[src/rtl/core/skeleton_joint_pose_transform_assert.svh]
// Assertion macros for the skeleton joint pose transform block.
`ifndef SKELETON_JOINT_POSE_TRANSFORM_ASSERT_SVH
`define SKELETON_JOINT_POSE_TRANSFORM_ASSERT_SVH

`ifndef SYNTH
`define SJPT_ASSERT_IMPLY(lbl, clk, rst_n, ante, cons) \
    lbl: assert property (@(posedge clk) disable iff (!rst_n) (ante) |-> (cons)) \
        else $error("same-cycle check failed");
`define SJPT_ASSERT_NEXT(lbl, clk, rst_n, ante, cons) \
    lbl: assert property (@(posedge clk) disable iff (!rst_n) (ante) |=> (cons)) \
        else $error("next-cycle check failed");
`else
`define SJPT_ASSERT_IMPLY(lbl, clk, rst_n, ante, cons)
`define SJPT_ASSERT_NEXT(lbl, clk, rst_n, ante, cons)
`endif

`endif

[src/rtl/core/sjpt_pkg.sv]
package sjpt_pkg;

    localparam int MAX_JOINTS     = 64;
    localparam int MAX_FRAMES     = 16;
    localparam int MAX_COMPONENTS = 256;
    localparam int FRAC_BITS      = 16;

    localparam int JOINT_W = 6;
    localparam int FRAME_W = 4;
    localparam int SLOT_W  = 8;
    localparam int FLAG_W  = 6;
    localparam int PAR_W   = 7;
    localparam int DATA_W  = 32;
    localparam int NCH     = 6;
    localparam int NACC    = 12;

    localparam int JT_AW   = $clog2(MAX_JOINTS);
    localparam int POSE_AW = $clog2(MAX_JOINTS * NCH);
    localparam int ACC_AW  = $clog2(MAX_JOINTS * NACC);
    localparam int COMP_AW = $clog2(MAX_FRAMES * MAX_COMPONENTS);

    localparam int PROD_W = 2 * DATA_W;
    localparam int Q_W    = PROD_W - FRAC_BITS;
    localparam int SUM_W  = Q_W + 8;
    localparam int ROOT_W = FRAC_BITS + 1;
    localparam int RAD_W  = 2 * ROOT_W;

    localparam logic signed [SUM_W-1:0]  ONE_Q  = SUM_W'(64'd1 << FRAC_BITS);
    localparam logic signed [PROD_W-1:0] HALF_Q = PROD_W'(64'd1 << (FRAC_BITS - 1));

    typedef enum logic [1:0] {
        CMD_LOAD_JOINT = 2'd0,
        CMD_LOAD_COMP  = 2'd1,
        CMD_TRANSFORM  = 2'd2
    } t_cmd;

    typedef enum logic [3:0] {
        Q_XX, Q_YY, Q_ZZ, Q_XY, Q_XZ, Q_YZ, Q_ZW, Q_YW, Q_XW
    } t_qop;

    typedef enum logic [3:0] {
        S_IDLE, S_LDJ, S_POSE, S_CH, S_CHW, S_QM, S_QA, S_SQS, S_SQW,
        S_LOC, S_PRD, S_MMM, S_MMA, S_WR, S_OUT
    } t_state;

    typedef struct packed {
        logic signed [PAR_W-1:0] parent;
        logic [FLAG_W-1:0]       flags;
        logic [SLOT_W-1:0]       start;
    } t_joint_ent;

    // product rounded half up, then scaled down
    function automatic logic signed [Q_W-1:0] qround(input logic signed [PROD_W-1:0] p);
        logic signed [PROD_W-1:0] s;
        s = p + HALF_Q;
        return Q_W'(s >>> FRAC_BITS);
    endfunction

    function automatic logic signed [DATA_W-1:0] sat32(input logic signed [SUM_W-1:0] v);
        logic signed [SUM_W-1:0] hi;
        logic signed [SUM_W-1:0] lo;
        hi = SUM_W'({1'b0, {(DATA_W-1){1'b1}}});
        lo = -hi - SUM_W'(1);
        if (v > hi) begin
            return {1'b0, {(DATA_W-1){1'b1}}};
        end else if (v < lo) begin
            return {1'b1, {(DATA_W-1){1'b0}}};
        end
        return DATA_W'(v);
    endfunction

endpackage

[src/rtl/core/sjpt_sqrt.sv]
module sjpt_sqrt (
    input  logic                         i_clk,
    input  logic                         i_rst_n,
    input  logic                         i_start,
    input  logic [sjpt_pkg::RAD_W-1:0]   i_rad,
    output logic                         o_done,
    output logic [sjpt_pkg::ROOT_W-1:0]  o_root
);
    import sjpt_pkg::*;

    localparam int REM_W = ROOT_W + 3;
    localparam int CNT_W = $clog2(ROOT_W + 1);

    logic [RAD_W-1:0]  r_rad;
    logic [REM_W-1:0]  r_rem;
    logic [ROOT_W-1:0] r_root;
    logic [CNT_W-1:0]  r_cnt;
    logic              r_busy;
    logic              r_done;
    logic [REM_W-1:0]  rem2;
    logic [REM_W-1:0]  trial;

    assign rem2  = {r_rem[REM_W-3:0], r_rad[RAD_W-1 -: 2]};
    assign trial = REM_W'({r_root, 2'b01});

    always_ff @(posedge i_clk) begin
        if (!i_rst_n) begin
            r_busy <= 1'b0;
            r_done <= 1'b0;
            r_cnt  <= '0;
        end else begin
            r_done <= 1'b0;
            if (i_start) begin
                r_busy <= 1'b1;
                r_cnt  <= CNT_W'(ROOT_W);
            end else if (r_busy) begin
                r_cnt <= r_cnt - CNT_W'(1);
                if (r_cnt == CNT_W'(1)) begin
                    r_busy <= 1'b0;
                    r_done <= 1'b1;
                end
            end
        end
    end

    always_ff @(posedge i_clk) begin
        if (i_start) begin
            r_rad  <= i_rad;
            r_rem  <= '0;
            r_root <= '0;
        end else if (r_busy) begin
            r_rad <= r_rad << 2;
            if (rem2 >= trial) begin
                r_rem  <= rem2 - trial;
                r_root <= {r_root[ROOT_W-2:0], 1'b1};
            end else begin
                r_rem  <= rem2;
                r_root <= {r_root[ROOT_W-2:0], 1'b0};
            end
        end
    end

    assign o_done = r_done;
    assign o_root = r_root;

endmodule
[config.mk]
export PLATFORM = sky130hd
export DESIGN_NAME = sjpt_sqrt
export DESIGN_NICKNAME = d
export VERILOG_FILES = /design/src/rtl/core/skeleton_joint_pose_transform_assert.svh /design/src/rtl/core/sjpt_pkg.sv /design/src/rtl/core/sjpt_sqrt.sv
export SDC_FILE = /design/constraint.sdc
export NUM_CORES = 1
export LEC_CHECK = 0
export ABC_AREA = 1
export BUFFER_PORTS_ARGS = -buffer_cell sky130_fd_sc_hd__buf_4
export CAP_MARGIN = 20
export CELL_PAD_IN_SITES_DETAIL_PLACEMENT = 2
export CELL_PAD_IN_SITES_GLOBAL_PLACEMENT = 2
export CORE_ASPECT_RATIO = 1.75
export CORE_UTILIZATION = 36
export CTS_BUF_LIST = sky130_fd_sc_hd__clkbuf_4 sky130_fd_sc_hd__clkbuf_8 sky130_fd_sc_hd__clkbuf_16
export CTS_CLUSTER_DIAMETER = 150
export DETAILED_ROUTE_END_ITERATION = 7
export PLACE_DENSITY = 0.94
export SYNTH_ARGS = -nofsm -noshare
export SYNTH_HDL_FRONTEND = slang
export SYNTH_SLANG_ARGS = --single-unit
export TNS_END_PERCENT = 50
[constraint.sdc]
create_clock -name i_clk -period 3.95 [get_ports i_clk]
set_input_delay 0.9875 -clock i_clk [delete_from_list [all_inputs] [get_ports i_clk]]
set_output_delay 0.9875 -clock i_clk [all_outputs]
set_load 0.03 [all_outputs]
# Yosys cells after proc, flatten, opt, wreduce, memory -nomap -nowiden
# Cells that the tools add are included.
dict set report totals {
  register_bits 76
  inputBits 37
  out_inout_bits 18
  wordCells 26
}
dict set report op_classes {
  n_addsub 2
  order_cmp 1
  eq_ne 1
  muxes 10
  n_bitwise 2
  reduce_logical 3
}
# op count
set op_table {}
lappend op_table {{$mux 34} 2}
lappend op_table {{$ge 20x19->1} 1}
lappend op_table {{$mux 18} 1}
lappend op_table {{$sub 18x18->18} 1}
lappend op_table {{$mux 5} 2}
lappend op_table {{$eq 5x1->1 const B} 1}
lappend op_table {{$mux 1} 5}
lappend op_table {{$sub 5x1->5 const B} 1}
lappend op_table {{$reduce_or 3->1} 1}
lappend op_table {{$not 1->1} 2}
lappend op_table {{$reduce_bool 2->1} 1}
lappend op_table {{$reduce_or 2->1} 1}

# Depth between registers and ports, before layout
dict set report logic_depth {
  depth_word 4
  depth_mapped 15
  ltp_nobuf 15
}

# Worst setup path after synthesis
# Ideal clock, no wire load.
dict set report synth_path {
  path_type {input to register}
  start {input port i_start}
  end {register r_rad[0] (enable)}
  setup_time_ps 412
  arrival_time_ps 2341
  required_ps 3538
  slack_ps 1197
  cell_stages 3
  n_path_buf 1
  cell_sequence {nor2_1 clkinv_1 buf_1}
}
dict set report synth_between {
  elab_chain_len 1
}
# element line_no
set synth_rtl {}
lappend synth_rtl {{from (decl)} sjpt_sqrt.sv:4} ;# input logic i_start,
lappend synth_rtl {{$reduce_bool 2->1 (no line)} --}
lappend synth_rtl {{to (signal assigned)} sjpt_sqrt.sv:48} ;# r_rad <= i_rad;
lappend synth_rtl {{to (signal assigned)} sjpt_sqrt.sv:52} ;# r_rad <= r_rad << 2;
lappend synth_rtl {{to (decl)} sjpt_sqrt.sv:14} ;# logic [RAD_W-1:0] r_rad;
# No other way between the ends.
# A chain may end at the register's enable or synchronous reset.

# Worst setup path after layout
dict set report layout_path {
  start {input port i_start}
  end {register r_busy}
}
dict set report layout_between {
  elab_chain_len 1
}
# element line_no
set layout_rtl {}
lappend layout_rtl {{$mux 1} sjpt_sqrt.sv:33} ;# if (i_start) begin
lappend layout_rtl {{to (signal assigned)} sjpt_sqrt.sv:28} ;# r_busy <= 1'b0;
lappend layout_rtl {{to (signal assigned)} sjpt_sqrt.sv:34} ;# r_busy <= 1'b1;
lappend layout_rtl {{to (signal assigned)} sjpt_sqrt.sv:39} ;# r_busy <= 1'b0;
lappend layout_rtl {{to (decl)} sjpt_sqrt.sv:18} ;# logic r_busy;
# No other way between the ends.

==> results.sh <==
export IMPL_worst_r2r_endpoint="r_rem[5]$_SDFFE_PP0P_"
export IMPL_critPathCaptureType="flop"
export IMPL_cts_root_buf="sky130_fd_sc_hd__clkbuf_16"
export IMPL_fp_dieH_um=147
export IMPL_post_route_fraction_of_the_period_consumed_by_the_critical_path=0.754
export IMPL_clk_transition_reported_paths_ns=0.06
export IMPL_placement_rows=52
export IMPL_crit_required_ns=4.17
export IMPL_static_leakage_power_nw=2.59
export IMPL_synth_top_cells_by_count="sky130_fd_sc_hd__nand2_1, sky130_fd_sc_hd__inv_1, sky130_fd_sc_hd__dfxtp_1"
export IMPL_ys_async_sr_fraction=0
export IMPL_post_route_min_period_ns=2.98
export IMPL_cts_hold_repair_buffers=0
export IMPL_drt_drc_violations_left=0
export IMPL_synth_enable_flop_cells=34
export IMPL_synth_cell_types=42
export IMPL_antenna_violations_before_repair=0
export IMPL_vdd_drop_max_mv=0.451
export IMPL_hp_class="flop to flop"
export IMPL_finalNetCount=689
export IMPL_number_of_maximum_capacitance_constraint_violations=0
export IMPL_synth_area_per_cell_um2=7.52
export IMPL_final_hold_viol_count=0
export IMPL_timing_final_max_slew_violations=0
export IMPL_coreArea_um2=11600
export IMPL_io_buffer_count=54
export IMPL_top_area_cell_type_share_of_the_netlist_area=0.235
export IMPL_grt_setup_unrepaired="false"
export IMPL_post_cts_resized=0
export IMPL_hold_slack_ns=0.505
export IMPL_final_setup_tns_ns=0
export IMPL_worst_min_delay_path_startpoint="r_rem[17]$_SDFFE_PP0P_"
export IMPL_drt_first_pass_iters=6
export IMPL_status="finished clean"
export IMPL_worst_r2r_setup_slack_ns=1.01
export IMPL_worst_slew_pin_slew_ns=1.08
export IMPL_grt_ovfl_total=0
export IMPL_post_synth_inst_count=577
export IMPL_synth_mux_area_fraction=0
export IMPL_flip_flop_cell_with_the_highest_count_after_synthesis="sky130_fd_sc_hd__dfxtp_1"
export IMPL_yosysMostFrequentCell="sky130_fd_sc_hd__nand2_1"
export IMPL_clock_sinks=76
export IMPL_synth_simple_area_share=0.344
export IMPL_yosys_area_top_type="sky130_fd_sc_hd__edfxtp_1"
export IMPL_max_clock_freq_mhz=336
export IMPL_mappedNetlistArea_um2=4340
export IMPL_die_area_um2=12500
export IMPL_cts_post_setup_buffers_inserted=0
export IMPL_antennaDiodeCount=0
export IMPL_timing_setup_critical_path_class="input pin to flop"
export IMPL_h_tree_depth=3
export IMPL_place_gp_congestion=0.843
export IMPL_clock_buffers_created_by_tritoncts=9
export IMPL_tritoncts="built"
export IMPL_cp_max_fo=48
export IMPL_ys_seq_area_frac=0.429
export IMPL_ant_nets=0
export IMPL_synth_area_leaders="sky130_fd_sc_hd__edfxtp_1, sky130_fd_sc_hd__dfxtp_1, sky130_fd_sc_hd__nand2_1, sky130_fd_sc_hd__ha_1, sky130_fd_sc_hd__inv_1"
export IMPL_final_core_utilization=0.441
export IMPL_detailedRoute_firstIterationViolations=222
export IMPL_worst_r2r_cell_count=6
export IMPL_finalSetupViolCount=0
export IMPL_report_power_total_mw=5.65
export IMPL_fin_skew_ns=0.0118
export IMPL_ioPinCount=55
export IMPL_pwr_density_cell_nw_per_um2=1100
export IMPL_number_of_global_route_vias_before_repair=5059
export IMPL_die_x_um=85.0
export IMPL_hold_end="r_rem[17]$_SDFFE_PP0P_"
export IMPL_route_detailed_vias_per_inst=5.47
export IMPL_grt_util_all_layers=0.309
export IMPL_synth_compound_area_frac=0.0638
export IMPL_synthesis_nets=635
export IMPL_crit_reg2reg_launch="r_busy$_SDFF_PN0_"
export IMPL_critical_path_startpoint="i_start"
export IMPL_grt_pass1_wl_mm=28.6
export IMPL_vias=4219
export IMPL_initial_core_util=0.372
export IMPL_worstSetupStartpointType="input pin"
export IMPL_synth_ff_latch_count=76
export IMPL_synth_top_family_by_area="simple AND/OR/NAND/NOR gates"
export IMPL_wire_per_inst_um=23.7
export IMPL_ctsLongestPathBuffers=2
export IMPL_synth_xor_area_share=0.0141
export IMPL_place_hpwl_mm=11.9
export IMPL_source_to_sink_clock_delay_at_the_later_pin_of_the_worst_skew_pair_ns=0.35
export IMPL_maxSlewHeadroom=0.278
export IMPL_yosys_area_share_adder=0.0606
export IMPL_maximum_number_of_pins_on_one_net_before_global_route_repair=49
export IMPL_synth_yosys_warnings=0
export IMPL_syn_to_final_growth_pct=18.4
export IMPL_share_of_post_route_cells_with_drive_strength_above_1=0.162
export IMPL_hold_path_cells=2
export IMPL_cp_data_arrival_time_ns=3.20
export IMPL_drt_total_wl_mm=18.3
-- registers in the layout (all words and copies together) (netlist names) --
name	count
o_done	1
o_root	17
r_busy	1
r_cnt	5
r_rad	34
r_rem	18
-- power by group --
group	internal, mW	leakage [nW]	total, mW	switching [mW]
logic	1.09	1.77	3.70	2.61
registers	0.964	0.690	1.09	0.126
clock network	0.492	0.138	0.860	0.368
total	2.55	2.59	5.65	3.10
-- metrics by stage --
| step | setup WS (ns) | cell area [um^2] | instances |
|---|---|---|---|
| after floorplan | 1.20 | 4340 | 577 |
| after global placement | 1.01 | 4840 | 755 |
| after detailed placement | 0.777 | 4840 | 755 |
| after CTS | 1.01 | 5140 | 771 |
| after global routing | 0.824 | 5140 | 771 |
| final | 0.972 | 5140 | 771 |
-- placed cells by master, fill, tap and decap left out, types with 3 or more instances in the layout --
cell type,netlist,final
sky130_fd_sc_hd__nor2_1,31,31
sky130_fd_sc_hd__edfxtp_1,34,34
sky130_fd_sc_hd__nor2_2,4,4
sky130_fd_sc_hd__nor2_4,3,3
sky130_fd_sc_hd__o21ai_0,3,3
sky130_fd_sc_hd__ha_1,21,21
sky130_fd_sc_hd__nand2_2,6,6
sky130_fd_sc_hd__o21bai_1,3,3
sky130_fd_sc_hd__o22ai_1,17,17
sky130_fd_sc_hd__clkinvlp_4,0,3
sky130_fd_sc_hd__buf_4,2,57
sky130_fd_sc_hd__a21oi_1,13,13
sky130_fd_sc_hd__o21a_1,4,4
sky130_fd_sc_hd__xor2_1,6,6
sky130_fd_sc_hd__nor3_1,3,3
sky130_fd_sc_hd__dfxtp_1,42,42
sky130_fd_sc_hd__clkbuf_16,0,9
sky130_fd_sc_hd__clkinv_1,3,3
sky130_fd_sc_hd__inv_2,3,3
sky130_fd_sc_hd__nand3_1,41,41
sky130_fd_sc_hd__nand2_1,224,224
sky130_fd_sc_hd__or2_1,3,3
sky130_fd_sc_hd__nand3_2,8,8
sky130_fd_sc_hd__inv_1,68,68
sky130_fd_sc_hd__nand4_1,9,9
-- final cells by class --
cell class              instances  area (um^2)
inverters                      75          284
multi-input cells             412         2090
flip-flops and latches         76         1860
clock buffers                   9          225
well taps                     135          169
clock inverters                 7         75.1
repair buffers                 57          428
fillers                      1311         6510
-- logic make-up after synthesis --
family / Yosys count
XOR/XNOR: 7
AO/OA/AOI/OAI: 45
flip-flops: 76
buffers and inverters: 89
AND/OR/NAND/NOR: 339
adder cells (fa/ha/maj): 21
-- worst max path at each step --
stage	cells past startpoint	endpoint
global route	6	r_rem[5]$_SDFFE_PP0P_
detailed placement	5	o_root[1]$_SDFFE_PP0P_
CTS	6	r_busy$_SDFF_PN0_
finish	6	r_busy$_SDFF_PN0_
floorplan	3	r_rad[0]$_SDFFCE_PN0P_
global placement	6	r_busy$_SDFF_PN0_
-- routing by layer --
layer	vias up	track usage	wire length, um
li1	1961	-	-
met1	2059	0.308	6520
met2	143	0.586	10100
met3	56	0.0528	663
met4	0	0.181	947
met5	-	0	0
-- worst max-delay path, cell delays in order --
cell                       delay, ns
sky130_fd_sc_hd__buf_4          0.19
sky130_fd_sc_hd__nor2_1         0.83
sky130_fd_sc_hd__clkinv_1       0.42
sky130_fd_sc_hd__buf_4          0.44
sky130_fd_sc_hd__o211ai_1       0.22
sky130_fd_sc_hd__inv_1          0.08
Power figures use the tool's default switching activity.
